## src/rtl/integer_add_sub_mul_div_mod_unit_assert.svh

```systemverilog
// assertion macros for the integer add/sub/mul/div/mod unit
// no dependencies; included by the modules that carry assertions
`ifndef INTEGER_ADD_SUB_MUL_DIV_MOD_UNIT_ASSERT_SVH
`define INTEGER_ADD_SUB_MUL_DIV_MOD_UNIT_ASSERT_SVH

// same-cycle implication under reset
`define IASMDM_ASSERT_IMP(label, clk, rst_n, ante, cons) \
  label: assert property (@(posedge clk) disable iff (!rst_n) (ante) |-> (cons)) \
    else $error("assertion failed");

// next-cycle implication under reset
`define IASMDM_ASSERT_NXT(label, clk, rst_n, ante, cons) \
  label: assert property (@(posedge clk) disable iff (!rst_n) (ante) |=> (cons)) \
    else $error("assertion failed");

`endif

```

## src/rtl/iasmdm_pkg.sv

```systemverilog
// shared types and codes for the integer add/sub/mul/div/mod unit
// no dependencies
package iasmdm_pkg;

  localparam int DATA_WIDTH_DEF = 32;

  typedef logic [2:0] func_t;

  localparam func_t FUNC_ADD = 3'd0;
  localparam func_t FUNC_SUB = 3'd1;
  localparam func_t FUNC_MUL = 3'd2;
  localparam func_t FUNC_DIV = 3'd3;
  localparam func_t FUNC_REM = 3'd4;

endpackage

```

## src/rtl/integer_add_sub_mul_div_mod_unit.sv

```systemverilog
// add, sub, mul, div and rem step through S_RUN one bit per cycle through the operand shift
// registers, then go to S_FIX; a zero divisor or an unused code goes from S_IDLE to S_FIX.
// S_FIX waits while the output register holds a result not yet taken. a new item is accepted
// only in S_IDLE, after the last one has left S_FIX. the output register holds a finished result
// while the next item is accepted. reset (rst_n low, synchronous) empties the unit.
// uses iasmdm_pkg and integer_add_sub_mul_div_mod_unit_assert.svh
`include "integer_add_sub_mul_div_mod_unit_assert.svh"

module integer_add_sub_mul_div_mod_unit #(
  parameter int DATA_WIDTH = iasmdm_pkg::DATA_WIDTH_DEF
) (
  input  logic                         clk,
  input  logic                         rst_n,
  input  logic                         in_valid,
  output logic                         in_ready,
  input  iasmdm_pkg::func_t            in_func,
  input  logic signed [DATA_WIDTH-1:0] in_operand_a,
  input  logic signed [DATA_WIDTH-1:0] in_operand_b,
  output logic                         out_valid,
  input  logic                         out_ready,
  output logic signed [DATA_WIDTH-1:0] out_result,
  output logic                         out_div_by_zero
);
  import iasmdm_pkg::*;

  localparam int CNT_W = $clog2(DATA_WIDTH);
  localparam logic [CNT_W-1:0] CNT_LAST = CNT_W'(DATA_WIDTH - 1);
  localparam logic [DATA_WIDTH-1:0] ONE_W = DATA_WIDTH'(1);

  localparam logic [1:0] S_IDLE = 2'd0;
  localparam logic [1:0] S_RUN  = 2'd1;
  localparam logic [1:0] S_FIX  = 2'd2;

  logic [1:0]            state_r, state_nxt;
  func_t                 op_r, op_nxt;
  logic [DATA_WIDTH-1:0] a_r, a_nxt;
  logic [DATA_WIDTH-1:0] b_r, b_nxt;
  logic [DATA_WIDTH-1:0] acc_r, acc_nxt;
  logic [CNT_W-1:0]      cnt_r, cnt_nxt;
  logic                  carry_r, carry_nxt;
  logic                  neg_q_r, neg_q_nxt;
  logic                  neg_rem_r, neg_rem_nxt;
  logic                  dz_r, dz_nxt;
  logic                  zero_r, zero_nxt;
  logic                  out_valid_r, out_valid_nxt;
  logic [DATA_WIDTH-1:0] out_result_r, out_result_nxt;
  logic                  out_dz_r, out_dz_nxt;

  logic                  in_fire;
  logic                  in_is_div;
  logic                  in_dz;
  logic [DATA_WIDTH-1:0] mag_a;
  logic [DATA_WIDTH-1:0] mag_b;
  logic [DATA_WIDTH:0]   trial;
  logic [DATA_WIDTH-1:0] mul_sum;
  logic                  b_bit;
  logic                  sum_bit;
  logic [DATA_WIDTH-1:0] fin;

  assign in_ready        = (state_r == S_IDLE);
  assign in_fire         = in_valid && in_ready;
  assign out_valid       = out_valid_r;
  assign out_result      = out_result_r;
  assign out_div_by_zero = out_dz_r;

  // operand magnitudes for the divider
  assign mag_a = in_operand_a[DATA_WIDTH-1] ? (~in_operand_a + ONE_W) : in_operand_a;
  assign mag_b = in_operand_b[DATA_WIDTH-1] ? (~in_operand_b + ONE_W) : in_operand_b;
  assign in_is_div = (in_func == FUNC_DIV) || (in_func == FUNC_REM);
  assign in_dz = in_is_div && (in_operand_b == '0);

  // restoring divide trial subtract and shift-add partial sum
  assign trial   = {acc_r, a_r[DATA_WIDTH-1]} - {1'b0, b_r};
  assign mul_sum = acc_r + (a_r[0] ? b_r : '0);

  // bit-serial add/sub on the low bits
  assign b_bit   = b_r[0] ^ (op_r == FUNC_SUB);
  assign sum_bit = a_r[0] ^ b_bit ^ carry_r;

  // sign fix and final select
  always_comb begin
    fin = '0;
    if (!zero_r) begin
      unique case (op_r)
        FUNC_ADD, FUNC_SUB, FUNC_MUL: fin = acc_r;
        FUNC_DIV: fin = neg_q_r ? (~a_r + ONE_W) : a_r;
        FUNC_REM: fin = neg_rem_r ? (~acc_r + ONE_W) : acc_r;
        default:  fin = '0;
      endcase
    end
  end

  // sequencer
  always_comb begin
    state_nxt      = state_r;
    op_nxt         = op_r;
    a_nxt          = a_r;
    b_nxt          = b_r;
    acc_nxt        = acc_r;
    cnt_nxt        = cnt_r;
    carry_nxt      = carry_r;
    neg_q_nxt      = neg_q_r;
    neg_rem_nxt    = neg_rem_r;
    dz_nxt         = dz_r;
    zero_nxt       = zero_r;
    out_valid_nxt  = out_valid_r && !out_ready;
    out_result_nxt = out_result_r;
    out_dz_nxt     = out_dz_r;

    unique case (state_r)
      S_IDLE: begin
        if (in_fire) begin
          op_nxt      = in_func;
          cnt_nxt     = '0;
          acc_nxt     = '0;
          carry_nxt   = (in_func == FUNC_SUB);
          neg_q_nxt   = in_operand_a[DATA_WIDTH-1] ^ in_operand_b[DATA_WIDTH-1];
          neg_rem_nxt = in_operand_a[DATA_WIDTH-1];
          dz_nxt      = in_dz;
          zero_nxt    = in_dz || (in_func > FUNC_REM);
          a_nxt       = in_is_div ? mag_a : in_operand_a;
          b_nxt       = in_is_div ? mag_b : in_operand_b;
          state_nxt   = (in_dz || (in_func > FUNC_REM)) ? S_FIX : S_RUN;
        end
      end
      S_RUN: begin
        unique case (op_r)
          FUNC_ADD, FUNC_SUB: begin
            carry_nxt = (a_r[0] & b_bit) | (a_r[0] & carry_r) | (b_bit & carry_r);
            acc_nxt   = {sum_bit, acc_r[DATA_WIDTH-1:1]};
            a_nxt     = a_r >> 1;
            b_nxt     = b_r >> 1;
          end
          FUNC_MUL: begin
            acc_nxt = mul_sum;
            a_nxt   = a_r >> 1;
            b_nxt   = b_r << 1;
          end
          FUNC_DIV, FUNC_REM: begin
            if (!trial[DATA_WIDTH]) begin
              acc_nxt = trial[DATA_WIDTH-1:0];
            end else begin
              acc_nxt = {acc_r[DATA_WIDTH-2:0], a_r[DATA_WIDTH-1]};
            end
            a_nxt = {a_r[DATA_WIDTH-2:0], ~trial[DATA_WIDTH]};
          end
          default: begin
            acc_nxt = acc_r;
          end
        endcase
        cnt_nxt = cnt_r + 1'b1;
        if (cnt_r == CNT_LAST) begin
          state_nxt = S_FIX;
        end
      end
      S_FIX: begin
        if (!out_valid_r || out_ready) begin
          out_valid_nxt  = 1'b1;
          out_result_nxt = fin;
          out_dz_nxt     = dz_r;
          state_nxt      = S_IDLE;
        end
      end
      default: begin
        state_nxt = S_IDLE;
      end
    endcase
  end

  // control registers
  always_ff @(posedge clk) begin
    if (!rst_n) begin
      state_r     <= S_IDLE;
      out_valid_r <= 1'b0;
    end else begin
      state_r     <= state_nxt;
      out_valid_r <= out_valid_nxt;
    end
  end

  // datapath registers
  always_ff @(posedge clk) begin
    op_r         <= op_nxt;
    a_r          <= a_nxt;
    b_r          <= b_nxt;
    acc_r        <= acc_nxt;
    cnt_r        <= cnt_nxt;
    carry_r      <= carry_nxt;
    neg_q_r      <= neg_q_nxt;
    neg_rem_r    <= neg_rem_nxt;
    dz_r         <= dz_nxt;
    zero_r       <= zero_nxt;
    out_result_r <= out_result_nxt;
    out_dz_r     <= out_dz_nxt;
  end

  // checks
  `IASMDM_ASSERT_NXT(a_busy_after_beat, clk, rst_n, in_valid && in_ready, state_r != S_IDLE)
  `IASMDM_ASSERT_IMP(a_dz_gives_zero, clk, rst_n, out_valid && out_div_by_zero, out_result == '0)
  `IASMDM_ASSERT_IMP(a_run_count, clk, rst_n, state_r == S_RUN, cnt_r <= CNT_LAST)
  `IASMDM_ASSERT_NXT(a_out_drains, clk, rst_n, out_valid && out_ready && state_r != S_FIX, !out_valid)

endmodule
```

## config.mk

```make
export PLATFORM = sky130hd
export DESIGN_NAME = integer_add_sub_mul_div_mod_unit
export DESIGN_NICKNAME = d
export VERILOG_FILES = /design/src/rtl/iasmdm_pkg.sv /design/src/rtl/integer_add_sub_mul_div_mod_unit.sv
export VERILOG_INCLUDE_DIRS = /design/src /design/src/rtl
export SDC_FILE = /design/constraint.sdc
export NUM_CORES = 1
export LEC_CHECK = 0
export BUFFER_PORTS_ARGS = -buffer_cell sky130_fd_sc_hd__buf_2
export CAP_MARGIN = 25
export CORE_UTILIZATION = 30
export CTS_BUF_LIST = sky130_fd_sc_hd__clkbuf_4 sky130_fd_sc_hd__clkbuf_8 sky130_fd_sc_hd__clkbuf_16
export DETAILED_ROUTE_END_ITERATION = 8
export RECOVER_POWER = 25
export SYNTH_ARGS = -nofsm -noshare
export SYNTH_HDL_FRONTEND = slang
export SYNTH_SLANG_ARGS = --single-unit
```

## constraint.sdc

```tcl
create_clock -name clk -period 12.15 [get_ports clk]
set_clock_uncertainty 0.2 [all_clocks]
set_input_delay 2.43 -clock clk [delete_from_list [all_inputs] [get_ports clk]]
set_output_delay 2.43 -clock clk [all_outputs]
set_load 0.02 [all_outputs]
```

# ---- Yosys cells after proc, flatten, opt, wreduce, memory -nomap -nowiden
# Cells that the tools add are included.
dict set report totals {
  ff_bits 145
  inputBits 71
  output_inout_bits 35
  elab_cells 106
}
dict set report op_classes {
  add_sub_neg 7
  n_lt_le_gt_ge 1
  eq_ne 17
  muxes 30
  bitwise_logic 14
  n_reduce_logical 23
}
# operator n
set ops {}
lappend ops {{two-way mux 32 bit} 11}
lappend ops {{case mux 32 bit (2 select lines)} 5}
lappend ops {{case mux 32 bit (3 select lines)} 2}
lappend ops {{adder 32 x 1 -> 32 bit (second input constant)} 4}
lappend ops {{inverter 32 bit} 4}
lappend ops {{subtractor 33 x 32 -> 33 bit} 1}
lappend ops {{adder 32 bit} 1}
lappend ops {{logical NOT 32 bit} 1}
lappend ops {{AND reduction 3 bit} 5}
lappend ops {{case mux 5 bit (2 select lines)} 1}
lappend ops {{equality test 3 x 2 -> 1 bit (second input constant)} 3}
lappend ops {{two-way mux 2 bit} 4}
lappend ops {{equality test 3 x 1 -> 1 bit (second input constant)} 2}
lappend ops {{equality test 3 bit (second input constant)} 2}
lappend ops {{case mux 2 bit (3 select lines)} 1}
lappend ops {{AND reduction 2 bit} 3}
lappend ops {{adder 5 x 1 -> 5 bit (second input constant)} 1}
lappend ops {{equality test 5 bit (second input constant)} 1}
lappend ops {{two-way mux 5 bit} 1}
lappend ops {{two-way mux 1 bit} 4}
lappend ops {{inequality test 2 x 1 -> 1 bit (second input constant)} 2}
lappend ops {{inequality test 2 bit (second input constant)} 2}
lappend ops {{inequality test 4 x 1 -> 1 bit (second input constant)} 1}
lappend ops {{OR reduction 2 bit} 2}
lappend ops {{other kinds (17)} 28}

# ---- Logic depth before layout (Yosys ltp)
# Gate-level depths: netlist of the first run.
dict set report depth {
  word_depth 7
  mapped_depth 14
}

# ---- Worst setup path after synthesis of the first run
# No wires, ideal clock.
dict set report synth_timing {
  kind {input -> register}
  from {in in_operand_a[8]}
  to {reg a_r[28] (data pin)}
  setup_time_ns 0.271
  t_arrival_ns 4.475
  required_ns 11.679
  path_slack_ns 7.204
  path_stages 8
  n_path_buf 0
  path_cell_list {or4_1 or3_1 nor4_1 and2_1 nand2_1 o41ai_1 xor2_1 a21oi_1}
}
dict set report synth_between {
  elab_chain_cells 6
}
# element line_no
set synth_lines {}
lappend synth_lines {{start: declaration} integer_add_sub_mul_div_mod_unit.sv:17} ;# input logic signed [DATA_WIDTH-1:0] in_operand_a,
lappend synth_lines {{inverter 32 bit} integer_add_sub_mul_div_mod_unit.sv:67} ;# assign mag_a = in_operand_a[DATA_WIDTH-1] ? (~in_operand_a + ONE_W) : in_operand_a;
lappend synth_lines {{adder 32 x 1 -> 32 bit} integer_add_sub_mul_div_mod_unit.sv:67}
lappend synth_lines {{two-way mux 32 bit} integer_add_sub_mul_div_mod_unit.sv:67}
lappend synth_lines {{two-way mux 32 bit} integer_add_sub_mul_div_mod_unit.sv:121} ;# a_nxt = in_is_div ? mag_a : in_operand_a;
lappend synth_lines {{two-way mux 32 bit} integer_add_sub_mul_div_mod_unit.sv:112} ;# if (in_fire) begin
lappend synth_lines {{case mux 32 bit (2 select lines)} integer_add_sub_mul_div_mod_unit.sv:110} ;# unique case (state_r)
lappend synth_lines {{net a_nxt[28]} integer_add_sub_mul_div_mod_unit.sv:36} ;# logic [DATA_WIDTH-1:0] a_r, a_nxt;
lappend synth_lines {{end signal: assignment} integer_add_sub_mul_div_mod_unit.sv:184} ;# a_r <= a_nxt;
lappend synth_lines {{end: declaration} integer_add_sub_mul_div_mod_unit.sv:36}
# The timed path passes the listed nets, and every way through them passes these cells. The select of a mux whose other input is x is not followed.
# A chain may end at the register's enable or synchronous reset.

# ---- Worst setup path in the final report of the first run
dict set report layout_timing {
  from {reg state_r[0]}
  to {reg b_r[0] (data pin)}
}
dict set report layout_between {
  elab_chain_cells 2
}
# element line_no
set layout_lines {}
lappend layout_lines {{start: declaration} integer_add_sub_mul_div_mod_unit.sv:34} ;# logic [1:0] state_r, state_nxt;
lappend layout_lines {{start signal: assignment} integer_add_sub_mul_div_mod_unit.sv:176} ;# state_r <= state_nxt;
lappend layout_lines {{equality test 2 x 1 -> 1 bit or logical NOT 2 bit (tied branches)} integer_add_sub_mul_div_mod_unit.sv:110}
lappend layout_lines {{case mux 32 bit (2 select lines) (*)} integer_add_sub_mul_div_mod_unit.sv:110}
lappend layout_lines {{net b_nxt[0]} integer_add_sub_mul_div_mod_unit.sv:37} ;# logic [DATA_WIDTH-1:0] b_r, b_nxt;
lappend layout_lines {{end signal: assignment} integer_add_sub_mul_div_mod_unit.sv:185} ;# b_r <= b_nxt;
lappend layout_lines {{end: declaration} integer_add_sub_mul_div_mod_unit.sv:37}
# Mark *: on every way through the listed nets, which the timed path passes. The rest lies on a longest branch.

==> metrics.sh, run 1 <==
OUTCOME='complete, but fails checks'
VIOLATED_CHECKS='max-capacitance violations, max-slew violations'
WORSTHOLDSTART='dz_r$_DFFE_PP_'
TOTALPOWERFINAL_mW=2.08
SYNTH_AREA_MM2=0.0136
WORSTPATHMAXFANOUT=66
IO-PIN-COUNT=106
DR_WL_MET3_UM=2630
CRITICAL_PATH_START_END_CLASSIFICATION='reg -> reg'
WORST_HOLD_PATH_CLASS='reg -> reg'
SYNTH_TOP_FAMILY_BY_AREA='compound AO/OA/AOI/OAI gates'
SYNTH-XOR-AREA-SHARE_PCT=9.12
NETLIST_TOP_CELLS_AREA='sky130_fd_sc_hd__edfxtp_1, sky130_fd_sc_hd__nand2_1, sky130_fd_sc_hd__ha_1'
IO_BUFFER_COUNT=105
DETAILED_PLACE_HPWL_UM=34300
POST_CTS_RESIZE_COUNT=0
TRITONCTS='done'
NUMBER_OF_CLOCK_SINKS=145
SYNTH_COMMONEST_CELLS='sky130_fd_sc_hd__nand2_1, sky130_fd_sc_hd__nor2_1, sky130_fd_sc_hd__edfxtp_1'
ROUTE.LAYER.MET1.WL_UM=21000
SYNTH-SEQ-CELLS=145
REGISTER_CLOCK_PIN_SLEW_ON_THE_REPORTED_WORST_SETUP_AND_HOLD_PATHS_NS=0.06
RR_ENDPOINT='b_r[0]$_DFFE_PP_'
HOLD_PATH_SINK='out_div_by_zero$_DFFE_PP_'
VIAS=13627
SYNTHDOMINANTAREACELLTYPE='sky130_fd_sc_hd__edfxtp_1'
SYN2LAYOUT_AREA_GROWTH_PCT=12.7
SYNTHESIS.YOSYS.WARNINGS=0
REQUIRED_NS=11.98
TOTAL_SETUP_VIOLATIONS_REPORTED_AT_THE_END_OF_THE_FLOW=0
CLK_PATH_BUF_DEPTH=2
FINAL-HOLD-VIOLATION-COUNT=0
NUM_ANTENNA_CELLS=0
POWER.DENSITY_CELL_AREA_mW_PER_MM2=135
STATIC-LEAKAGE-POWER_nW=5.87
GRT_PASS1_VIAS=12823
DRIVE_GT1_SHARE_PCT=9.36
SYNTH_CELL_TYPE_COUNT=66
SYNTH.AREA.MUX_SHARE_PCT=0.660
DETAIL_ROUTE.DRC_VIOLATIONS=0
IR_WORST_VDD_mV=0.124
DIE_HEIGHT_UM=215
MAX-SLEW-MARGIN-REL_PCT=-111
SYNTH_SIMPLE_GATE_AREA_SHARE_PCT=22.8
SYNTH.YOSYS.SEQ_AREA_SHARE_PCT=31.7
ASYNC_FLOP_SHARE_PCT=0
MEAN_AREA_PER_SYNTHESIZED_CELL_UM2=7.82
GLOBALROUTETOTALUTIL_PCT=19.9
ROWS=77
MAX_CAP_VIOLATION_COUNT=6
ROUTED_WL_UM=46500
CP.ARRIVAL_NS=5.73
SETUP_TNS_NS=0
CP-START-KIND='flop'
INSERTION_DELAY_NS=0.47
REG2REG_FROM='state_r[0]$_SDFFE_PN0P_'
PIN_COUNT_OF_THE_BIGGEST_NET_ENTERING_GLOBAL_ROUTING=67
FINAL_ANT_VIOL_NETS=0
SLEW_VIOLATIONS=285
FIN_CRIT_NS=5.90
GRT_OVERFLOW=0
NUMBER_OF_LEVELS_IN_THE_CLOCK_H_TREE=4
WORSTMARGINPINSLEW_NS=3.16
SYNTH_FLOP_CELL='sky130_fd_sc_hd__edfxtp_1'
ROUTED-WL-MET2_UM=21300
GRT_FIRST_PASS_WIRELENGTH_UM=73700
ROUTE.DETAILED.VIAS_PER_INST=5.68
DIE_WIDTH_UM=215
SYNTH-EDFF-COUNT=142
SYN-INSTANCE-COUNT=1745
NETLIST.AREA_LEADER.SHARE_PCT=31.3
CTS-ROOT-BUF='sky130_fd_sc_hd__clkbuf_16'
FINALCRITPERIODSHARE_PCT=48.6
GP_CONGESTION=0.917
WORSTHOLDPATHCELLS=0
NNETSFINAL=1936
DESIGN.CORE.AREA_MM2=0.0445
DETAIL_ROUTE.WL_PER_CELL_UM=19.4
START_UTIL_PCT=30.6
ADDER_CELL_AREA_SHARE_OF_THE_YOSYS_NETLIST_PCT=6.77
SYNTH_MOST_COMMON_CELL='sky130_fd_sc_hd__nand2_1'
TIMING.FMAX_GHz=0.169
SYN_NETS=1888
FIRSTDRTPASSITERS=6
ANTENNA_VIOLATIONS_BEFORE_REPAIR=0
CTS_HOLD_REPAIR.BUFFERS=0
CTS_MADE_BUFFERS=17
RSZ0062_AT_GRT='false'
POST_CTS_BUFFERS=0
R2R_SETUP_SLACK_NS=6.25
DETAIL_ROUTE.ITER0.VIOLATIONS=1570
CRIT_PATH_END_KIND='flop'
COMPOUND_CELL_AREA_SHARE_OF_THE_YOSYS_NETLIST_PCT=24.5
TOTAL_DIE_AREA_MM2=0.0463
TOP_SIGNAL_LAYER_USED='met4'
R2R.WORST_PATH.CELLS=4
[cell families after synthesis]
group,Yosys count
muxes,9
AOI/OAI and AO/OA,532
buffers and inverters,162
adders and majority gates,72
xor gates and xnor gates,142
DFF,145
and+or+nand+nor,683
[worst max-delay path by stage]
stage / startpoint / end / slack [ns] / depth (start not counted)
after floorplan: in_operand_a[8] / a_r[28]$_DFFE_PP_ / 7.20 / 8
after global placement: in_operand_a[8] / a_r[28]$_DFFE_PP_ / 6.79 / 9
after detailed placement: in_operand_a[4] / a_r[28]$_DFFE_PP_ / 6.72 / 10
after CTS: in_operand_a[4] / a_r[28]$_DFFE_PP_ / 7.19 / 10
after global routing: state_r[0]$_SDFFE_PN0P_ / b_r[0]$_DFFE_PP_ / 5.88 / 4
final: state_r[0]$_SDFFE_PN0P_ / b_r[0]$_DFFE_PP_ / 6.25 / 4
[state kept, by name, summed over array words and instances (netlist names), 2 cells and up]
register    flops
b_r            32
cnt_r           5
out_result     32
acc_r          32
state_r         2
op_r            3
a_r            32
[metrics by stage]
| step | util, % | instance area, um2 | setup WS (ns) | instances | hold WS (ns) |
|---|---|---|---|---|---|
| floorplan | - | 13600 | 7.20 | 1745 | 0.200 |
| global placement | 33.1 | 14700 | 6.79 | 2364 | 0.236 |
| detailed placement | 33.2 | 14800 | 6.72 | 2365 | 0.208 |
| CTS | 34.6 | 15400 | 7.19 | 2397 | 0.255 |
| global route | 34.5 | 15400 | 5.88 | 2398 | 0.271 |
| finish | 34.5 | 15400 | 6.25 | 2398 | 0.243 |
[report_power, final]
group	switching [mW]	total (mW)	internal, mW
clock	0.243	0.589	0.346
combinational	0.488	0.778	0.290
sequential	0.0868	0.710	0.623
total	0.817	2.08	1.26
[layout by cell type, fill, tap and decap left out, drive strengths merged, types with 5 or more instances in the layout]
master    n
inv      69
a21oi   141
ha       69
nor3     46
a32oi    14
o31a      9
a21boi    7
nand2   246
a211oi   12
nand4     8
o21bai    9
a31oi    74
nor3b     7
o22ai    11
nor2    200
or3      20
a21o     21
or2       5
o21ai   123
nor4     11
nand2b   14
clkbuf   29
nand3b    5
nor2b    11
xnor2    85
o31ai    30
buf     116
nand3    57
o41ai    10
edfxtp  142
a221oi    8
mux2i     9
and2     14
and3     16
o21a     18
or4      17
o211ai    9
a22oi     8
xor2     57
[per-layer routing]
| layer | track usage [%] | vias to the layer above |
|---|---|---|
| met3 | 2.56 | 77 |
| met4 | 7.87 | 0 |
| met1 | 27.1 | 6532 |
| li1 | - | 6487 |
| met2 | 31.8 | 531 |
| met5 | 0 | - |
[cell type report]
class | count | area, um2
clock inverter | 15 | 204
inverter | 63 | 236
multi-input combinational | 1438 | 8750
tap | 592 | 741
sequential | 145 | 4320
fill | 4750 | 29100
clock buffer | 17 | 425
timing repair buffer | 128 | 686
[worst max-delay path, stage by stage, from the launching register on]
cell                       delay, ns
sky130_fd_sc_hd__dfxtp_1        0.43
sky130_fd_sc_hd__nor2b_4        0.21
sky130_fd_sc_hd__clkbuf_1       2.23
sky130_fd_sc_hd__clkbuf_1       1.71
sky130_fd_sc_hd__o21ai_0        0.66
Note: power is estimated with default switching activity, not from simulation.
==> inputs of run 2 (changes only) <==
clock period = 5.4 ns   (was 12.15 ns; I/O delays follow)
==> run 2 against run 1 <==
The run still ends with max-capacitance violations, max-slew violations left. First-iteration DRC count is 18% lower. Fmax up 41%. Sequential power rose by 120%. Design area fell by 0.13%. Register-to-register slack worse by 5.0 ns. Combinational power is 130% higher. Final cell count up 0.25%. Utilization about the same. Hold slack worse by 0.011 ns. Sequential share of layout area is essentially flat. Global-route usage down 0.26 points. Clock-buffer cell count stayed put. Critical endpoint is now acc_r[14]$_SDFFCE_PN0P_. Highest routed layer unchanged.
==> metrics.sh, run 2 (same netlist as run 1, synthesis figures left out) <==
OUTCOME='complete, but fails checks'
VIOLATED_CHECKS='max-capacitance violations, max-slew violations'
STATIC-LEAKAGE-POWER_nW=5.81  # -0.95%
TRITONCTS='done'
START_UTIL_PCT=30.6  # unchanged
FINAL_ANT_VIOL_NETS=0  # unchanged
HOLD_PATH_SINK='out_div_by_zero$_DFFE_PP_'
WORST_HOLD_PATH_CLASS='reg -> reg'
REQUIRED_NS=5.32  # -6.66 ns
POWER.DENSITY_CELL_AREA_mW_PER_MM2=299  # +120%
CTS-ROOT-BUF='sky130_fd_sc_hd__clkbuf_16'
IR_WORST_VDD_mV=0.267  # +110%
R2R_SETUP_SLACK_NS=1.20  # -5.05 ns
FIN_CRIT_NS=4.20  # -1.70 ns
PATH_BUF_INV=4  # +2
SYN2LAYOUT_AREA_GROWTH_PCT=12.5
MAX-SLEW-MARGIN-REL_PCT=-58.7  # +52 points
NNETSFINAL=1942  # +0.31%
CRITICAL_PATH.CELL_CHAIN='inv_1, ha_1, fa_1, nand2b_1, a21oi_1, o41ai_1, buf_4, o21ai_0, and4_1, nor3_1, buf_4, nor2_1, buf_4, mux2i_1, o22ai_1'
CRITPATHTOPFAMILY='compound AO/OA/AOI/OAI gates'
USE_MET1_PCT=26.2  # -0.91 points
GLOBALROUTETOTALUTIL_PCT=19.7  # -0.26 points
CTS_HOLD_REPAIR.BUFFERS=0  # unchanged
ROWS=77  # unchanged
ROUTED_WL_UM=45900  # -1.2%
WORSTMARGINPINSLEW_NS=2.38  # -0.779 ns
DIE_WIDTH_UM=215  # unchanged
NUM_ANTENNA_CELLS=0  # unchanged
SLEW_VIOLATIONS=132  # -54%
ROUTE.DETAILED.VIAS_PER_INST=5.68  # about the same
TOTALPOWERFINAL_mW=4.59  # +120%
TIMING.FMAX_GHz=0.238  # +41%
DETAIL_ROUTE.ITER0.VIOLATIONS=1285  # -18%
RR_ENDPOINT='acc_r[14]$_SDFFCE_PN0P_'
CTS_MADE_BUFFERS=17  # unchanged
TIMING.CRITICAL_PATH.MODE_CELL='sky130_fd_sc_hd__buf_4'
REG2REG_FROM='a_r[31]$_DFFE_PP_'
CPPEAKSTAGEDELAY_NS=0.47  # -1.76 ns
ANTENNA_VIOLATIONS_BEFORE_REPAIR=0  # unchanged
INSERTION_DELAY_NS=0.47  # about the same
USE_MET2_PCT=31.4  # -0.45 points
GP_CONGESTION=0.940  # +2.5%
MOST-COMMON-LAYOUT-CELLS='sky130_fd_sc_hd__nand2_1, sky130_fd_sc_hd__nor2_1, sky130_fd_sc_hd__edfxtp_1'
GRT_PASS1_VIAS=12839  # +0.12%
CRIT_PATH_END_KIND='flop'
GRT_OVERFLOW=0  # unchanged
TOTAL_SETUP_VIOLATIONS_REPORTED_AT_THE_END_OF_THE_FLOW=0  # unchanged
IO-PIN-COUNT=106  # unchanged
MOST_CROWDED_LAYER_GR='met2'
FIRSTDRTPASSITERS=5  # -1
DIE_HEIGHT_UM=215  # unchanged
RSZ0062_AT_GRT='false'
CP-START-KIND='flop'
POST_CTS_RESIZE_COUNT=0  # unchanged
POST_CTS_BUFFERS=0  # unchanged
SETUP_TNS_NS=0  # unchanged
IO_BUFFER_COUNT=105  # unchanged
GRT_FIRST_PASS_WIRELENGTH_UM=72300  # -1.8%
DETAIL_ROUTE.DRC_VIOLATIONS=0  # unchanged
DESIGN.CORE.AREA_MM2=0.0445  # unchanged
MAX_CAP_VIOLATION_COUNT=3  # -3
DETAILED_PLACE_HPWL_UM=34100  # -0.63%
REGISTER_CLOCK_PIN_SLEW_ON_THE_REPORTED_WORST_SETUP_AND_HOLD_PATHS_NS=0.06  # about the same
TOTAL_DIE_AREA_MM2=0.0463  # unchanged
NUMBER_OF_LEVELS_IN_THE_CLOCK_H_TREE=4  # unchanged
WORSTHOLDSTART='dz_r$_DFFE_PP_'
NUMBER_OF_CLOCK_SINKS=145  # unchanged
DRIVE_GT1_SHARE_PCT=8.55  # -0.80 points
FINAL-HOLD-VIOLATION-COUNT=0  # unchanged
R2R.WORST_PATH.CELLS=15  # +11
CRIT_PATH_TOP_DELAY_CELL='sky130_fd_sc_hd__o21ai_0'
PIN_COUNT_OF_THE_BIGGEST_NET_ENTERING_GLOBAL_ROUTING=60  # -10%
N_FILL_CELL=4774  # +0.51%
WORSTHOLDPATHCELLS=0  # unchanged
VIAS=13653  # +0.19%
DETAIL_ROUTE.WL_PER_CELL_UM=19.1  # -1.4%
WORSTPATHMAXFANOUT=15  # -77%
GRT_USE_MET3_PCT=2.70  # +0.14 points
FINALCRITPERIODSHARE_PCT=77.8  # +29 points
CP.ARRIVAL_NS=4.12  # -1.61 ns
CRITICAL_PATH_START_END_CLASSIFICATION='reg -> reg'
MOSTFREQUENTLAYOUTCELL='sky130_fd_sc_hd__nand2_1'
CLK_PATH_BUF_DEPTH=2  # unchanged
## run 2: per-layer routing
layer	vias to the layer above	wire length (um)
met1	6594	21100
met2	472	20800
met4	0	1780
met5	-	0
met3	88	2210
li1	6499	-
## run 2: where the power goes
| part | internal [mW] | total, mW | switching (mW) | leakage, nW |
|---|---|---|---|---|
| clock | 0.683 | 1.23 | 0.547 | 0.271 |
| combinational | 0.664 | 1.78 | 1.11 | 4.14 |
| sequential | 1.40 | 1.59 | 0.187 | 1.40 |
## run 2: worst max path at each step
stage,slack (ns),endpoint,startpoint,cells past startpoint
floorplan,1.42,acc_r[22]$_SDFFCE_PN0P_,acc_r[2]$_SDFFCE_PN0P_,11
global placement,1.38,a_r[28]$_DFFE_PP_,in_operand_a[8],9
detailed placement,1.34,a_r[28]$_DFFE_PP_,in_operand_a[4],10
CTS,1.35,acc_r[14]$_SDFFCE_PN0P_,a_r[31]$_DFFE_PP_,15
global route,1.02,acc_r[22]$_SDFFCE_PN0P_,a_r[31]$_DFFE_PP_,15
finish,1.20,acc_r[14]$_SDFFCE_PN0P_,a_r[31]$_DFFE_PP_,15
## run 2: stage by stage
stage	hold WS, ns	setup WS, ns	instances	instance area (um2)	util [%]
2_1_floorplan	0.200	1.42	1745	13600	-
3_3_place_gp	0.211	1.38	2370	14800	33.2
3_5_place_dp	0.211	1.34	2370	14800	33.2
4_1_cts	0.229	1.35	2402	15400	34.5
5_1_grt	0.241	1.02	2404	15400	34.5
6_report	0.232	1.20	2404	15400	34.5
## run 2: worst register-to-register path, cell delays in order (launching register included)
cell and delay [ns]:
sky130_fd_sc_hd__edfxtp_1 0.38, sky130_fd_sc_hd__inv_1 0.12, sky130_fd_sc_hd__ha_1 0.25, sky130_fd_sc_hd__fa_1 0.42, sky130_fd_sc_hd__nand2b_1 0.19, sky130_fd_sc_hd__a21oi_1 0.23
sky130_fd_sc_hd__o41ai_1 0.12, sky130_fd_sc_hd__buf_4 0.17, sky130_fd_sc_hd__o21ai_0 0.48, sky130_fd_sc_hd__and4_1 0.30, sky130_fd_sc_hd__nor3_1 0.06, sky130_fd_sc_hd__buf_4 0.22
sky130_fd_sc_hd__nor2_1 0.18, sky130_fd_sc_hd__buf_4 0.22, sky130_fd_sc_hd__mux2i_1 0.23, sky130_fd_sc_hd__o22ai_1 0.10
## run 2: area by class of cell
class / instances / area [um2] / share of cell area (%)
Sequential cell: 145 / 4320 / 28.2
Inverter: 63 / 236 / 1.54
Tap cell: 592 / 741 / 4.83
Clock inverter: 15 / 156 / 1.02
Timing Repair Buffer: 134 / 718 / 4.68
Multi-Input combinational cell: 1438 / 8750 / 57.0
Clock buffer: 17 / 425 / 2.77
